$ cat config.mk
export PLATFORM = sky130hd
export DESIGN_NAME = software_timer_bank_top
export DESIGN_NICKNAME = d
export VERILOG_FILES = /design/src/sbt_pkg.sv /design/src/sbt_div.sv /design/src/sbt_dp.sv /design/src/sbt_ctrl.sv /design/src/software_timer_bank_top.sv
export SDC_FILE = /design/constraint.sdc
export NUM_CORES = 1
export LEC_CHECK = 0
export BUFFER_PORTS_ARGS = -buffer_cell sky130_fd_sc_hd__buf_4
export CORE_MARGIN = 3
export CORE_UTILIZATION = 45
export DETAILED_ROUTE_END_ITERATION = 16
export HOLD_SLACK_MARGIN = 0.08
export SETUP_SLACK_MARGIN = 0.1
export SYNTH_ARGS = -nofsm -noshare
export SYNTH_HDL_FRONTEND = slang
export SYNTH_HIERARCHICAL = 1
export SYNTH_SLANG_ARGS = --single-unit
$ cat constraint.sdc
create_clock -name clk -period 6 [get_ports clk]
set_input_delay 0.6 -clock clk [delete_from_list [all_inputs] [get_ports clk]]
set_output_delay 0.6 -clock clk [all_outputs]
set_load 0.005 [all_outputs]
$ cat src/sbt_pkg.sv
// ----------------------------------------------------------------------------
// sbt_pkg
// Shared types and constants for the software timer bank.
// ----------------------------------------------------------------------------
package sbt_pkg;

  localparam int SLOTS_DEF = 8;
  localparam int PERIOD_W  = 16;
  localparam int REM_W     = PERIOD_W + 1;
  localparam int RES_W     = 16;

  typedef logic [2:0] cmd_t;
  localparam cmd_t CMD_TICK     = 3'd0;
  localparam cmd_t CMD_START    = 3'd1;
  localparam cmd_t CMD_STOP     = 3'd2;
  localparam cmd_t CMD_DISPATCH = 3'd3;
  localparam cmd_t CMD_INIT     = 3'd4;
  localparam cmd_t CMD_DEINIT   = 3'd5;

  typedef logic [1:0] kind_t;
  localparam kind_t KIND_PERIODIC = 2'd0;
  localparam kind_t KIND_ONESHOT  = 2'd1;

  typedef logic [1:0] stat_code_t;
  localparam stat_code_t ST_OK       = 2'd0;
  localparam stat_code_t ST_INVALID  = 2'd1;
  localparam stat_code_t ST_NO_SLOT  = 2'd2;
  localparam stat_code_t ST_NOT_INIT = 2'd3;

  localparam logic signed [REM_W-1:0] REM_MIN = {1'b1, {PERIOD_W{1'b0}}};

  typedef enum logic [2:0] {
    S_IDLE,
    S_DECODE,
    S_WALK,
    S_DIV,
    S_ALLOC,
    S_DONE
  } state_t;

  // controller -> datapath
  typedef struct packed {
    logic       load;
    logic       clr_table;
    logic       set_ready;
    logic       set_tick;
    logic       clr_tick;
    logic       status_we;
    stat_code_t status_code;
    logic       walk_step;
    logic       walk_dispatch;
    logic       div_start;
    logic       alloc;
    logic       stop_free;
    logic       out_load;
  } ctl_cmd_t;

  // datapath -> controller
  typedef struct packed {
    cmd_t cmd;
    logic unit_ready;
    logic ticking;
    logic has_free;
    logic start_ok;
    logic stop_ok;
    logic idx_last;
    logic div_busy;
    logic out_free;
  } ctl_sts_t;

endpackage

$ cat src/sbt_div.sv
// ----------------------------------------------------------------------------
// sbt_div
// Restoring unsigned divider, one quotient bit per cycle.
// ----------------------------------------------------------------------------
module sbt_div import sbt_pkg::*; (
  input  logic                clk,
  input  logic                rst_n,
  input  logic                start,
  input  logic [PERIOD_W-1:0] dividend,
  input  logic [RES_W-1:0]    divisor,
  output logic                busy,
  output logic [PERIOD_W-1:0] quotient
);

  localparam int CNT_W = $clog2(PERIOD_W);

  logic                busy_r;
  logic [CNT_W-1:0]    cnt_r;
  logic [RES_W-1:0]    rem_r;
  logic [PERIOD_W-1:0] quo_r;
  logic [RES_W-1:0]    dvs_r;

  logic [RES_W:0] shifted;
  logic [RES_W:0] diff;
  logic           ge;

  assign shifted = {rem_r, quo_r[PERIOD_W-1]};
  assign ge      = shifted >= {1'b0, dvs_r};
  assign diff    = shifted - {1'b0, dvs_r};

  always_ff @(posedge clk) begin
    if (!rst_n) begin
      busy_r <= 1'b0;
      cnt_r  <= '0;
    end else if (start) begin
      busy_r <= 1'b1;
      cnt_r  <= '0;
    end else if (busy_r) begin
      cnt_r <= cnt_r + 1'b1;
      if (cnt_r == CNT_W'(PERIOD_W - 1)) busy_r <= 1'b0;
    end
  end

  always_ff @(posedge clk) begin
    if (start) begin
      rem_r <= '0;
      quo_r <= dividend;
      dvs_r <= divisor;
    end else if (busy_r) begin
      rem_r <= ge ? diff[RES_W-1:0] : shifted[RES_W-1:0];
      quo_r <= {quo_r[PERIOD_W-2:0], ge};
    end
  end

  assign busy     = busy_r;
  assign quotient = quo_r;

endmodule

$ cat src/sbt_dp.sv
// ----------------------------------------------------------------------------
// sbt_dp
// Channel table, walk index, divider, result and output registers.
// ----------------------------------------------------------------------------
module sbt_dp import sbt_pkg::*; #(
  parameter int SLOTS = SLOTS_DEF
) (
  input  logic           clk,
  input  logic           rst_n,
  input  ctl_cmd_t       cmd,
  output ctl_sts_t       sts,
  input  logic [23:0]    in_tdata,
  input  logic [4:0]     in_tuser,
  input  logic           cfg_wr_en,
  input  logic [RES_W-1:0] cfg_wr_data,
  output logic           out_tvalid,
  input  logic           out_tready,
  output logic [15:0]    out_tdata,
  output logic [1:0]     out_tuser
);

  localparam int IDX_W = (SLOTS > 1) ? $clog2(SLOTS) : 1;
  localparam int CNT_W = $clog2(SLOTS + 1);

  // latched item
  cmd_t                cmd_r;
  logic [2:0]          slot_r;
  kind_t               kind_r;
  logic [PERIOD_W-1:0] period_r;

  // channel table
  logic [SLOTS-1:0]                 active_r;
  logic [SLOTS-1:0]                 oneshot_r;
  logic [PERIOD_W-1:0]              period_tab_r [SLOTS];
  logic signed [REM_W-1:0]          rem_r        [SLOTS];
  logic [CNT_W-1:0]                 count_r;
  logic                             ready_r;
  logic                             ticking_r;
  logic [RES_W-1:0]                 res_r;

  // walk and result
  logic [IDX_W-1:0]    idx_r;
  stat_code_t          status_r;
  logic [IDX_W-1:0]    assigned_r;
  logic [SLOTS-1:0]    fired_r;

  // output stage
  logic                out_valid_r;
  stat_code_t          out_status_r;
  logic [2:0]          out_assigned_r;
  logic [7:0]          out_fired_r;
  logic [3:0]          out_count_r;

  logic [IDX_W-1:0]    free_idx;
  logic                has_free;
  logic [IDX_W+2:0]    slot_wide;
  logic [IDX_W-1:0]    slot_idx;
  logic                slot_in_range;
  logic                cur_act;
  logic signed [REM_W-1:0] cur_rem;
  logic                fire;
  logic                free_one;
  logic [RES_W-1:0]    divisor;
  logic                div_busy;
  logic [PERIOD_W-1:0] quotient;
  logic [IDX_W+2:0]    assigned_wide;
  logic [SLOTS+7:0]    fired_wide;
  logic [CNT_W+3:0]    count_wide;
  logic [CNT_W-1:0]    count_nxt;

  // lowest free channel
  always_comb begin
    free_idx = '0;
    has_free = 1'b0;
    for (int i = SLOTS - 1; i >= 0; i--) begin
      if (!active_r[i]) begin
        free_idx = IDX_W'(i);
        has_free = 1'b1;
      end
    end
  end

  assign slot_wide     = {{IDX_W{1'b0}}, slot_r};
  assign slot_idx      = slot_wide[IDX_W-1:0];
  assign slot_in_range = slot_wide < (IDX_W + 3)'(SLOTS);

  assign cur_act  = active_r[idx_r];
  assign cur_rem  = rem_r[idx_r];
  assign fire     = cmd.walk_step && cmd.walk_dispatch && cur_act &&
                    (cur_rem <= 0);
  assign free_one = fire && oneshot_r[idx_r];

  assign divisor = (res_r == '0) ? RES_W'(1) : res_r;

  sbt_div u_div (
    .clk      (clk),
    .rst_n    (rst_n),
    .start    (cmd.div_start),
    .dividend (period_r),
    .divisor  (divisor),
    .busy     (div_busy),
    .quotient (quotient)
  );

  always_ff @(posedge clk) begin
    if (cmd.load) begin
      cmd_r    <= in_tuser[2:0];
      kind_r   <= in_tuser[4:3];
      slot_r   <= in_tdata[2:0];
      period_r <= in_tdata[18:3];
    end
  end

  always_ff @(posedge clk) begin
    if (!rst_n) begin
      res_r <= RES_W'(1);
    end else if (cfg_wr_en) begin
      res_r <= cfg_wr_data;
    end
  end

  always_ff @(posedge clk) begin
    if (!rst_n) begin
      ready_r   <= 1'b0;
      ticking_r <= 1'b0;
    end else begin
      if (cmd.set_ready) ready_r <= 1'b1;
      if (cmd.set_tick)  ticking_r <= 1'b1;
      if (cmd.clr_tick)  ticking_r <= 1'b0;
    end
  end

  always_comb begin
    count_nxt = count_r;
    if (cmd.clr_table) begin
      count_nxt = '0;
    end else if (cmd.alloc) begin
      count_nxt = count_r + 1'b1;
    end else if (cmd.stop_free || free_one) begin
      count_nxt = count_r - 1'b1;
    end
  end

  always_ff @(posedge clk) begin
    if (!rst_n) begin
      active_r <= '0;
      count_r  <= '0;
    end else begin
      count_r <= count_nxt;
      if (cmd.clr_table) begin
        active_r <= '0;
      end else if (cmd.alloc) begin
        active_r[free_idx] <= 1'b1;
      end else if (cmd.stop_free) begin
        active_r[slot_idx] <= 1'b0;
      end else if (free_one) begin
        active_r[idx_r] <= 1'b0;
      end
    end
  end

  always_ff @(posedge clk) begin
    if (cmd.alloc) begin
      oneshot_r[free_idx]    <= (kind_r == KIND_ONESHOT);
      period_tab_r[free_idx] <= quotient;
      rem_r[free_idx]        <= signed'({1'b0, quotient});
    end else if (cmd.walk_step && cur_act) begin
      if (cmd.walk_dispatch) begin
        if (fire) rem_r[idx_r] <= cur_rem + signed'({1'b0, period_tab_r[idx_r]});
      end else if (cur_rem != REM_MIN) begin
        rem_r[idx_r] <= cur_rem - REM_W'(1);
      end
    end
  end

  always_ff @(posedge clk) begin
    if (cmd.load) begin
      idx_r      <= '0;
      status_r   <= ST_OK;
      assigned_r <= '0;
      fired_r    <= '0;
    end else begin
      if (cmd.walk_step) idx_r <= idx_r + 1'b1;
      if (cmd.status_we) status_r <= cmd.status_code;
      if (cmd.alloc)     assigned_r <= free_idx;
      if (fire)          fired_r[idx_r] <= 1'b1;
    end
  end

  assign assigned_wide = {3'b000, assigned_r};
  assign fired_wide    = {8'h00, fired_r};
  assign count_wide    = {4'h0, count_r};

  always_ff @(posedge clk) begin
    if (!rst_n) begin
      out_valid_r <= 1'b0;
    end else if (cmd.out_load) begin
      out_valid_r <= 1'b1;
    end else if (out_tready) begin
      out_valid_r <= 1'b0;
    end
  end

  always_ff @(posedge clk) begin
    if (cmd.out_load) begin
      out_status_r   <= status_r;
      out_assigned_r <= assigned_wide[2:0];
      out_fired_r    <= fired_wide[7:0];
      out_count_r    <= count_wide[3:0];
    end
  end

  assign out_tvalid = out_valid_r;
  assign out_tuser  = out_status_r;
  assign out_tdata  = {1'b0, out_count_r, out_fired_r, out_assigned_r};

  always_comb begin
    sts            = '0;
    sts.cmd        = cmd_r;
    sts.unit_ready = ready_r;
    sts.ticking    = ticking_r;
    sts.has_free   = has_free;
    sts.start_ok   = (kind_r == KIND_PERIODIC || kind_r == KIND_ONESHOT) &&
                     (period_r != '0);
    sts.stop_ok    = slot_in_range && active_r[slot_idx];
    sts.idx_last   = idx_r == IDX_W'(SLOTS - 1);
    sts.div_busy   = div_busy;
    sts.out_free   = !out_valid_r || out_tready;
  end

`ifndef SYNTHESIS
  a_count_matches: assert property (@(posedge clk) disable iff (!rst_n)
    int'(count_r) == $countones(active_r))
    else $error("running count out of step with active channels");

  a_tick_needs_ready: assert property (@(posedge clk) disable iff (!rst_n)
    ticking_r |-> ready_r)
    else $error("ticking while unit not ready");

  a_alloc_has_free: assert property (@(posedge clk) disable iff (!rst_n)
    cmd.alloc |-> has_free)
    else $error("allocation into a full table");
`endif

endmodule

$ cat src/sbt_ctrl.sv
// ----------------------------------------------------------------------------
// sbt_ctrl
// Command sequencer: decode, channel walk, divide, allocate, hand off result.
// ----------------------------------------------------------------------------
module sbt_ctrl import sbt_pkg::*; (
  input  logic     clk,
  input  logic     rst_n,
  input  logic     in_tvalid,
  output logic     in_tready,
  input  ctl_sts_t sts,
  output ctl_cmd_t cmd
);

  state_t state_r;
  state_t state_nxt;

  always_ff @(posedge clk) begin
    if (!rst_n) begin
      state_r <= S_IDLE;
    end else begin
      state_r <= state_nxt;
    end
  end

  assign in_tready = (state_r == S_IDLE);

  always_comb begin
    state_nxt = state_r;
    cmd       = '0;
    unique case (state_r)
      S_IDLE: begin
        if (in_tvalid) begin
          cmd.load  = 1'b1;
          state_nxt = S_DECODE;
        end
      end
      S_DECODE: begin
        state_nxt = S_DONE;
        unique case (sts.cmd)
          CMD_TICK: begin
            if (!sts.ticking) begin
              cmd.status_we   = 1'b1;
              cmd.status_code = ST_NOT_INIT;
            end else begin
              state_nxt = S_WALK;
            end
          end
          CMD_START: begin
            if (!sts.unit_ready) begin
              cmd.status_we   = 1'b1;
              cmd.status_code = ST_NOT_INIT;
            end else if (!sts.has_free) begin
              cmd.status_we   = 1'b1;
              cmd.status_code = ST_NO_SLOT;
            end else if (!sts.start_ok) begin
              cmd.status_we   = 1'b1;
              cmd.status_code = ST_INVALID;
            end else begin
              cmd.div_start = 1'b1;
              state_nxt     = S_DIV;
            end
          end
          CMD_STOP: begin
            if (sts.stop_ok) begin
              cmd.stop_free = 1'b1;
            end else begin
              cmd.status_we   = 1'b1;
              cmd.status_code = ST_INVALID;
            end
          end
          CMD_DISPATCH: begin
            if (!sts.unit_ready) begin
              cmd.status_we   = 1'b1;
              cmd.status_code = ST_NOT_INIT;
            end else begin
              state_nxt = S_WALK;
            end
          end
          CMD_INIT: begin
            cmd.clr_table = 1'b1;
            cmd.set_ready = 1'b1;
            cmd.set_tick  = 1'b1;
          end
          CMD_DEINIT: begin
            cmd.clr_table = 1'b1;
            cmd.clr_tick  = 1'b1;
          end
          default: begin
            cmd.status_we   = 1'b1;
            cmd.status_code = ST_INVALID;
          end
        endcase
      end
      S_WALK: begin
        cmd.walk_step     = 1'b1;
        cmd.walk_dispatch = (sts.cmd == CMD_DISPATCH);
        if (sts.idx_last) state_nxt = S_DONE;
      end
      S_DIV: begin
        if (!sts.div_busy) state_nxt = S_ALLOC;
      end
      S_ALLOC: begin
        cmd.alloc = 1'b1;
        state_nxt = S_DONE;
      end
      S_DONE: begin
        if (sts.out_free) begin
          cmd.out_load = 1'b1;
          state_nxt    = S_IDLE;
        end
      end
      default: state_nxt = S_IDLE;
    endcase
  end

endmodule

$ cat src/software_timer_bank_top.sv
// ----------------------------------------------------------------------------
// software_timer_bank_top
// Bank of timer channels driven by one command per beat, one result per beat.
//
//   channel  direction  tdata (low bit up)                tuser (low bit up)
//   in_      slave      slot[2:0] period_ms[18:3]         cmd[2:0] timer_kind[4:3]
//   out_     master     slot_assigned[2:0] fired_mask     status[1:0]
//                       [10:3] active_count[14:11]
//   cfg_     write      tick_resolution[15:0]             -
//
// Stop, init, deinit and rejected commands go from decode straight to the result.
// Tick and dispatch walk every channel in turn, one channel visited per cycle.
// Start waits on the one-bit-per-cycle 16-bit divider, then allocates a channel.
// One command in flight; a finished result waits in the output register
// while the next beat is accepted. Reset is synchronous; table clears at once.
// ----------------------------------------------------------------------------
module software_timer_bank_top import sbt_pkg::*; #(
  parameter int SLOTS = SLOTS_DEF
) (
  input  logic             clk,
  input  logic             rst_n,
  input  logic             in_tvalid,
  output logic             in_tready,
  input  logic [23:0]      in_tdata,   // slot, period_ms, zero pad
  input  logic [4:0]       in_tuser,   // cmd, timer_kind
  output logic             out_tvalid,
  input  logic             out_tready,
  output logic [15:0]      out_tdata,  // slot_assigned, fired_mask, active_count
  output logic [1:0]       out_tuser,  // status
  input  logic             cfg_wr_en,
  input  logic [RES_W-1:0] cfg_wr_data // tick_resolution
);

  ctl_cmd_t cmd;
  ctl_sts_t sts;

  sbt_ctrl u_ctrl (
    .clk       (clk),
    .rst_n     (rst_n),
    .in_tvalid (in_tvalid),
    .in_tready (in_tready),
    .sts       (sts),
    .cmd       (cmd)
  );

  sbt_dp #(
    .SLOTS (SLOTS)
  ) u_dp (
    .clk         (clk),
    .rst_n       (rst_n),
    .cmd         (cmd),
    .sts         (sts),
    .in_tdata    (in_tdata),
    .in_tuser    (in_tuser),
    .cfg_wr_en   (cfg_wr_en),
    .cfg_wr_data (cfg_wr_data),
    .out_tvalid  (out_tvalid),
    .out_tready  (out_tready),
    .out_tdata   (out_tdata),
    .out_tuser   (out_tuser)
  );

endmodule
==> flow_summary_export.csv, run 1 <==
group,metric,value,unit
synthesis,synth-edff-count,345,
flow_run,maxCapViolCount,0,
synthesis,synth.distinct_cells,90,
worst_hold_path,hold_path.class,"input pin to register",
route,drt_pass1_iterations,5,
timing,rsz0062_at_grt,"no",
timing,max-slew-margin-rel,0.326,
synthesis,synthTopCellsByArea,"edfxtp_1 (54%), dfxtp_1 (7.7%), mux4_2 (6.7%)",
timing,max_freq,192,MHz
setup_path,critPathArrivalTime,5.49,ns
timing,min_period,5.20,ns
setup_path,crit_slowest_cell,"dfxtp_4",
synthesis,synth-seq-area-share,0.615,
synthesis,synth_fp_nets,1423,
final_layout,fin_util,0.515,
place,gp_congestion,0.874,
timing,slew_violations,0,
final_layout,finalNonFillerCells,1966,
setup_path,crit_type,"register to register",
power,switching_share,0.232,
synthesis,yosys_most_used_dff,"edfxtp_1",
setup_path,path_cells,"mux4_2, nor4_1, nand4_1, a211oi_2, a21o_1, buf_4, nand2_1, ha_1, a211oi_1, o211ai_1, a41oi_1, o31ai_1, a31oi_1, nor4_1, nor3b_2",
place,dp_worst_setup_slack,0.509,ns
synthesis,yosysMostFrequentCell,"edfxtp_1",
die,die_h,213,µm
global_route,grtUsageMet3,0.0269,
global_route,gr-usage-met2,0.305,
setup_path,start_kind,"register",
route,drt_iter0_markers,772,
final_layout,n_antenna_cell,0,
power,power.share.combinational,0.104,
timing,finalWorstSetupSlack,0.797,ns
power,cellPowerDensity,308,nW/µm²
power,leakage,7.46,nW
setup_path,end_kind,"register",
synthesis,synth_area,19300,µm²
final_layout,finalNetCount,1483,
place,port_buffers,63,
route,via_count,11168,
global_route,grt_max_degree,45,
final_layout,layout-drive-gt1-share,0.216,
die,start_util,0.457,
clocking,numCtsBuffers,43,
power,finalPower,6.68,mW
clocking,cts_setup_buffers,0,
clocking,worstSkewPairLatency,0.55,ns
power,p_int,5.14,mW
timing,clock_skew,0.0131,ns
final_layout,syn_to_final_growth,12.6,%
die,design.core.area,42100,µm²
synthesis,async_reset_ff_frac,0,
synthesis,netlist.area_leader.share,0.538,
place,dpl.cell_count,1886,
die,ios,70,
outcome,status,"completed",
clocking,cts_sinks,419,
global_route,grt_antenna_before_repair,0,
route,wl,41500,µm
timing,setup_violations,0,
clocking,cts_buffer_depth,3,
route,remaining_drc_errors,0,
route,viasPerCell,5.68,
clocking,clkSlewWorstSetupHoldPaths,0.06,ns
timing,hold_violations,0,
route,routedWlPerCell,21.1,µm
timing,tightest_slew,1.01,ns
power,clkPwrFrac,0.401,
synthesis,syn_inst,1332,
setup_path,crit_fanout,23,
power,p_seq_frac,0.494,
die,die_area,45300,µm²
global_route,grt-ovfl-total,0,
global_route,grt_usage,0.184,
power,vdd_drop_max,0.243,mV
global_route,grt_pass1_vias,11010,
global_route,top_usage_layer,"met2",
die,rows,75,
global_route,gr-usage-met1,0.262,
power,switching_power,1.55,mW
synthesis,synth_top_area_cell,"edfxtp_1",
timing,fin_setup_tns,0,ns
clocking,cts_tree,"yes",
synthesis,ys_warn_count,6,
clocking,cts.htree.levels,2,
clocking,cts_root_buf,"clkbuf_16",
synthesis,synth-seq-cells,419,
setup_path,cpMostUsedCell,"nor4_1",
setup_path,slowest_delay,0.64,ns
timing,finalCritPeriodShare,0.867,
global_route,grt_pass1_wl,64400,µm
synthesis,ys_top_cells_by_count,"edfxtp_1 (345), nor2_1 (76), dfxtp_1 (74)",
setup_path,required,6.29,ns
synthesis,avgSynthCellArea,14.5,µm²
place,dp_hpwl,27600,µm
route,detail-route-antenna-nets,0,
die,die_w,213,µm
## power groups by stage
stage                     Clock, mW  Sequential, mW  Combinational, mW
final                          2.68            3.30              0.698
after global routing           2.88            3.32              0.774
after CTS                      2.75            3.30              0.703
after detailed placement          0            3.36              0.698
after global placement            0            3.36              0.693
after floorplan                   0            3.33              0.531
## worst max-delay path, delay by kind of cell, from the launching register on
kind / cells / cell delay, ns
multiplexers: 1 / 0.57
adder cells (fa/ha/maj): 1 / 0.33
buffers and inverters: 1 / 0.23
AND/OR/NAND/NOR: 5 / 1.36
flip-flops: 1 / 0.64
AO/OA/AOI/OAI: 7 / 1.80
## layout by cell type, fill, tap and decap left out, types with 7 or more instances in the layout
cell | netlist | final
edfxtp_1 | 345 | 345
buf_4 | 11 | 97
nor2_1 | 76 | 74
dfxtp_1 | 74 | 71
nand2_1 | 64 | 64
mux4_2 | 57 | 57
a21oi_1 | 56 | 56
mux2i_1 | 44 | 44
clkbuf_16 | 0 | 43
inv_1 | 40 | 40
mux2_2 | 38 | 38
ha_1 | 38 | 38
nor3_1 | 32 | 31
nor2b_1 | 29 | 29
nand3_1 | 25 | 25
o21ai_0 | 29 | 24
xnor2_1 | 22 | 22
nor4_1 | 17 | 17
nand2b_1 | 16 | 16
mux4_1 | 15 | 15
xor2_1 | 14 | 14
o31ai_1 | 14 | 13
o21a_1 | 11 | 11
o21ai_1 | 11 | 11
a21o_1 | 10 | 10
a31oi_1 | 8 | 8
or3_1 | 8 | 8
and3_1 | 8 | 8
a21boi_0 | 8 | 8
clkinv_2 | 0 | 7
clkinv_1 | 0 | 7
mux2_1 | 7 | 7
o21ba_2 | 7 | 7
## per-stage QoR
step	hold slack [ns]	area, µm²
2_1_floorplan	0.399	19300
3_3_place_gp	0.415	20200
3_5_place_dp	0.415	20200
4_1_cts	0.197	21700
5_1_grt	0.201	21700
6_report	0.225	21700
## final timing paths
kind                            slack (ns)  depth (start not counted)             from                   to
worst max-delay path                  0.80                         15         register    u_dp/rem_r[1][16]
worst min-delay path                  0.22                          1      in_tuser[3]       u_dp/kind_r[0]
worst max register to register        0.80                         15         register    u_dp/rem_r[1][16]
worst min register to register        0.43                          0  u_dp/fired_r[0]  u_dp/out_fired_r[0]
## cells by family (layout without fill, tap and decap cells)
logic type / count (synthesis) / in the layout / synth area share
multiplexers: 164 / 164 / 0.138
buffers and inverters: 123 / 218 / 0.0343
AND/OR/NAND/NOR: 324 / 324 / 0.0872
adder cells (fa/ha/maj): 41 / 41 / 0.0278
XOR/XNOR: 36 / 36 / 0.0164
AO/OA/AOI/OAI: 224 / 224 / 0.0809
flip-flops: 419 / 419 / 0.615
other: 1 / 1 / 0.000195
## flip-flops by register name, summed over array words and instances (netlist names), 3 cells and up, named ones only
| name | count |
|---|---|
| u_dp/out_count_r | 4 |
| u_dp/u_div/cnt_r | 4 |
| u_dp/slot_idx | 3 |
| u_dp/fired_r | 8 |
| u_dp/idx_r | 3 |
| u_dp/period_r | 16 |
| u_dp/active_r | 8 |
| u_dp/period_tab_r | 128 |
| u_dp/u_div/rem_r | 16 |
| u_dp/res_r | 16 |
| u_dp/cmd_r | 3 |
| u_ctrl/state_r | 3 |
| u_dp/oneshot_r | 8 |
| u_dp/assigned_r | 3 |
| u_dp/out_assigned_r | 3 |
| u_dp/rem_r | 136 |
| u_dp/count_r | 4 |
| u_dp/u_div/dvs_r | 16 |
| u_dp/out_fired_r | 8 |
| u_dp/u_div/quotient | 16 |
## repair_timing
item,4_1_cts,5_1_grt
setup endpoints to repair,0,8
hold buffers,0,0
gates resized for setup,0,1
## metal layers
metal | part of all wire | wire length [µm]
met5 | 0 | 0
met4 | 0.015 | 624
met3 | 0.037 | 1550
met2 | 0.49 | 20400
met1 | 0.46 | 19000
## layout make-up
type,instances,area [µm²]
fill,3496,20500
sequential,419,11900
multi-input combinational,790,6820
timing repair buffer,98,748
inverter,40,150
clock buffer,53,1150
clock inverter,27,278
tap,539,674
Note: power is estimated with default switching activity, not from simulation.
==> inputs of run 2 (changes only) <==
Settings changed: CORE_UTILIZATION 45 to 62, PLACE_DENSITY set to 0.8.
==> flow_summary_export.csv, run 2 (same netlist as run 1, synthesis figures left out) <==
group,metric,value,unit
route,remaining_drc_errors,0,
timing,setup_violations,0,
final_layout,layout_commonest_cell,"edfxtp_1",
timing,fin_setup_tns,0,ns
global_route,grt_usage,0.251,
timing,finalCritPeriodShare,0.920,
final_layout,largest_register_ffs,136,
timing,hold_violations,0,
clocking,numCtsBuffers,41,
route,drt_pass1_iterations,6,
power,finalPower,6.60,mW
final_layout,seq_area,11800,µm²
timing,slew_violations,0,
place,dpl.cell_count,1732,
clocking,worstSkewPairLatency,0.54,ns
clocking,cts_hold_buf,0,
final_layout,syn_to_final_growth,10.9,%
power,cellPowerDensity,309,nW/µm²
power,vdd_drop_max,0.256,mV
die,rows,63,
setup_path,crit_type,"register to register",
setup_path,critPathArrivalTime,5.81,ns
power,leakage,7.40,nW
setup_path,end_kind,"register",
flow_run,maxCapViolCount,0,
global_route,grt_antenna_before_repair,0,
clocking,cts_buffer_depth,3,
die,die_h,182,µm
route,viasPerCell,6.48,
setup_path,required,6.29,ns
place,dpl_cell_area,20000,µm²
global_route,grt_pass1_vias,11810,
die,start_util,0.640,
final_layout,top_regs,"u_dp/rem_r x136, u_dp/period_tab_r x128",
route,drt_iter0_markers,1173,
timing,max_freq,181,MHz
global_route,grt_max_degree,53,
clocking,cts.htree.levels,2,
clocking,cts_tree,"yes",
final_layout,fill_cells,1935,
die,design.core.area,30100,µm²
die,die_w,182,µm
timing,max-slew-margin-rel,0.187,
global_route,grt_pass1_wl,65600,µm
final_layout,n_antenna_cell,0,
final_layout,final_cell_mix,"edfxtp_1 (345), buf_4 (91), nor2_1 (76), dfxtp_1 (71), nand2_1 (64)",
setup_path,start_kind,"register",
die,ios,70,
clocking,cts_root_buf,"clkbuf_16",
place,port_buffers,63,
route,detail-route-antenna-nets,0,
final_layout,regMostFlops,"u_dp/rem_r",
setup_path,crit_fanout,23,
timing,tightest_slew,1.22,ns
final_layout,finalNetCount,1476,
timing,clock_skew,0.0175,ns
timing,rsz0062_at_grt,"no",
final_layout,layout-drive-gt1-share,0.205,
final_layout,fin_util,0.709,
clocking,clkSlewWorstSetupHoldPaths,0.06,ns
timing,min_period,5.52,ns
clocking,cts_sinks,419,
worst_hold_path,hold_path.class,"input pin to register",
route,wl,41700,µm
place,gp_congestion,0.914,
route,via_count,11709,
die,die_area,33200,µm²
final_layout,stdcell_area,21400,µm²
route,routedWlPerCell,23.1,µm
global_route,grt-ovfl-total,0,
place,dp_hpwl,26500,µm
final_layout,finalNonFillerCells,1807,
final_layout,multi_input_area,6790,µm²
outcome,status,"completed",
[run 2: changes by cell type in the layout (fill, tap and decap cells not counted), moves of 2 or more]
cell	previous run	this run
buf_4	97	91
o21ai_1	11	16
o21ai_2	5	0
bufinv_16	5	3
clkbuf_1	6	8
clkinv_1	7	5
clkinvlp_4	3	1
dfxtp_2	0	2
dfxtp_4	3	1
nor2_1	74	76
nor2_2	3	1
[run 2: where the power goes]
part / leakage [nW] / internal, mW / switching, mW
Combinational: 3.00 / 0.314 / 0.402
Sequential: 3.73 / 3.24 / 0.0699
Clock: 0.668 / 1.51 / 1.07
Total: 7.40 / 5.06 / 1.54
[run 2: worst max-delay path, stage by stage (launching register included)]
cell	delay (ns)
dfxtp_4	0.64
buf_4	0.33
mux4_2	0.52
mux2i_1	0.40
ha_1	0.29
nand3_1	0.20
or2_2	0.39
nor2b_1	0.18
xor2_1	0.18
nand2_1	0.09
ha_1	0.25
a21o_1	0.21
or3_1	0.33
a41oi_1	0.24
o31ai_1	0.17
a31oi_1	0.36
nor4_1	0.13
nor3b_2	0.38
[run 2: final cells by class]
type                            instances  area share
Sequential cell                       419       0.555
Multi-Input combinational cell        790       0.318
Clock buffer                           55      0.0549
Timing Repair Buffer                   93      0.0339
Tap cell                              390      0.0228
Clock inverter                         20     0.00873
Inverter                               40     0.00703
[run 2: per-stage QoR]
step,worst slack [ns],hold WS [ns]
2_1_floorplan,1.13,0.399
3_3_place_gp,0.589,0.413
3_5_place_dp,0.486,0.416
4_1_cts,0.278,0.227
5_1_grt,0.219,0.226
6_report,0.477,0.242
[run 2: repair_timing]
item,4_1_cts,5_1_grt
resized for setup,0,1
endpoints found under the setup margin,0,8
buffers inserted,0,0
endpoints found under the hold margin,0,0
[run 2: path summary, 6_finish.rpt]
check | to | cells past startpoint | slack [ns] | from
setup / recovery | u_dp/rem_r[0][16] | 17 | 0.48 | register
hold / removal | u_dp/kind_r[0] | 1 | 0.24 | in_tuser[3]
setup reg to reg | u_dp/rem_r[0][16] | 17 | 0.48 | register
hold reg to reg | u_dp/out_fired_r[0] | 0 | 0.43 | u_dp/fired_r[0]
[run 2: layer usage]
metal  share of wire  GRT usage
met1            0.40      0.345
met4           0.026     0.0765
met2            0.50      0.421
met5               0          0
met3           0.070     0.0385
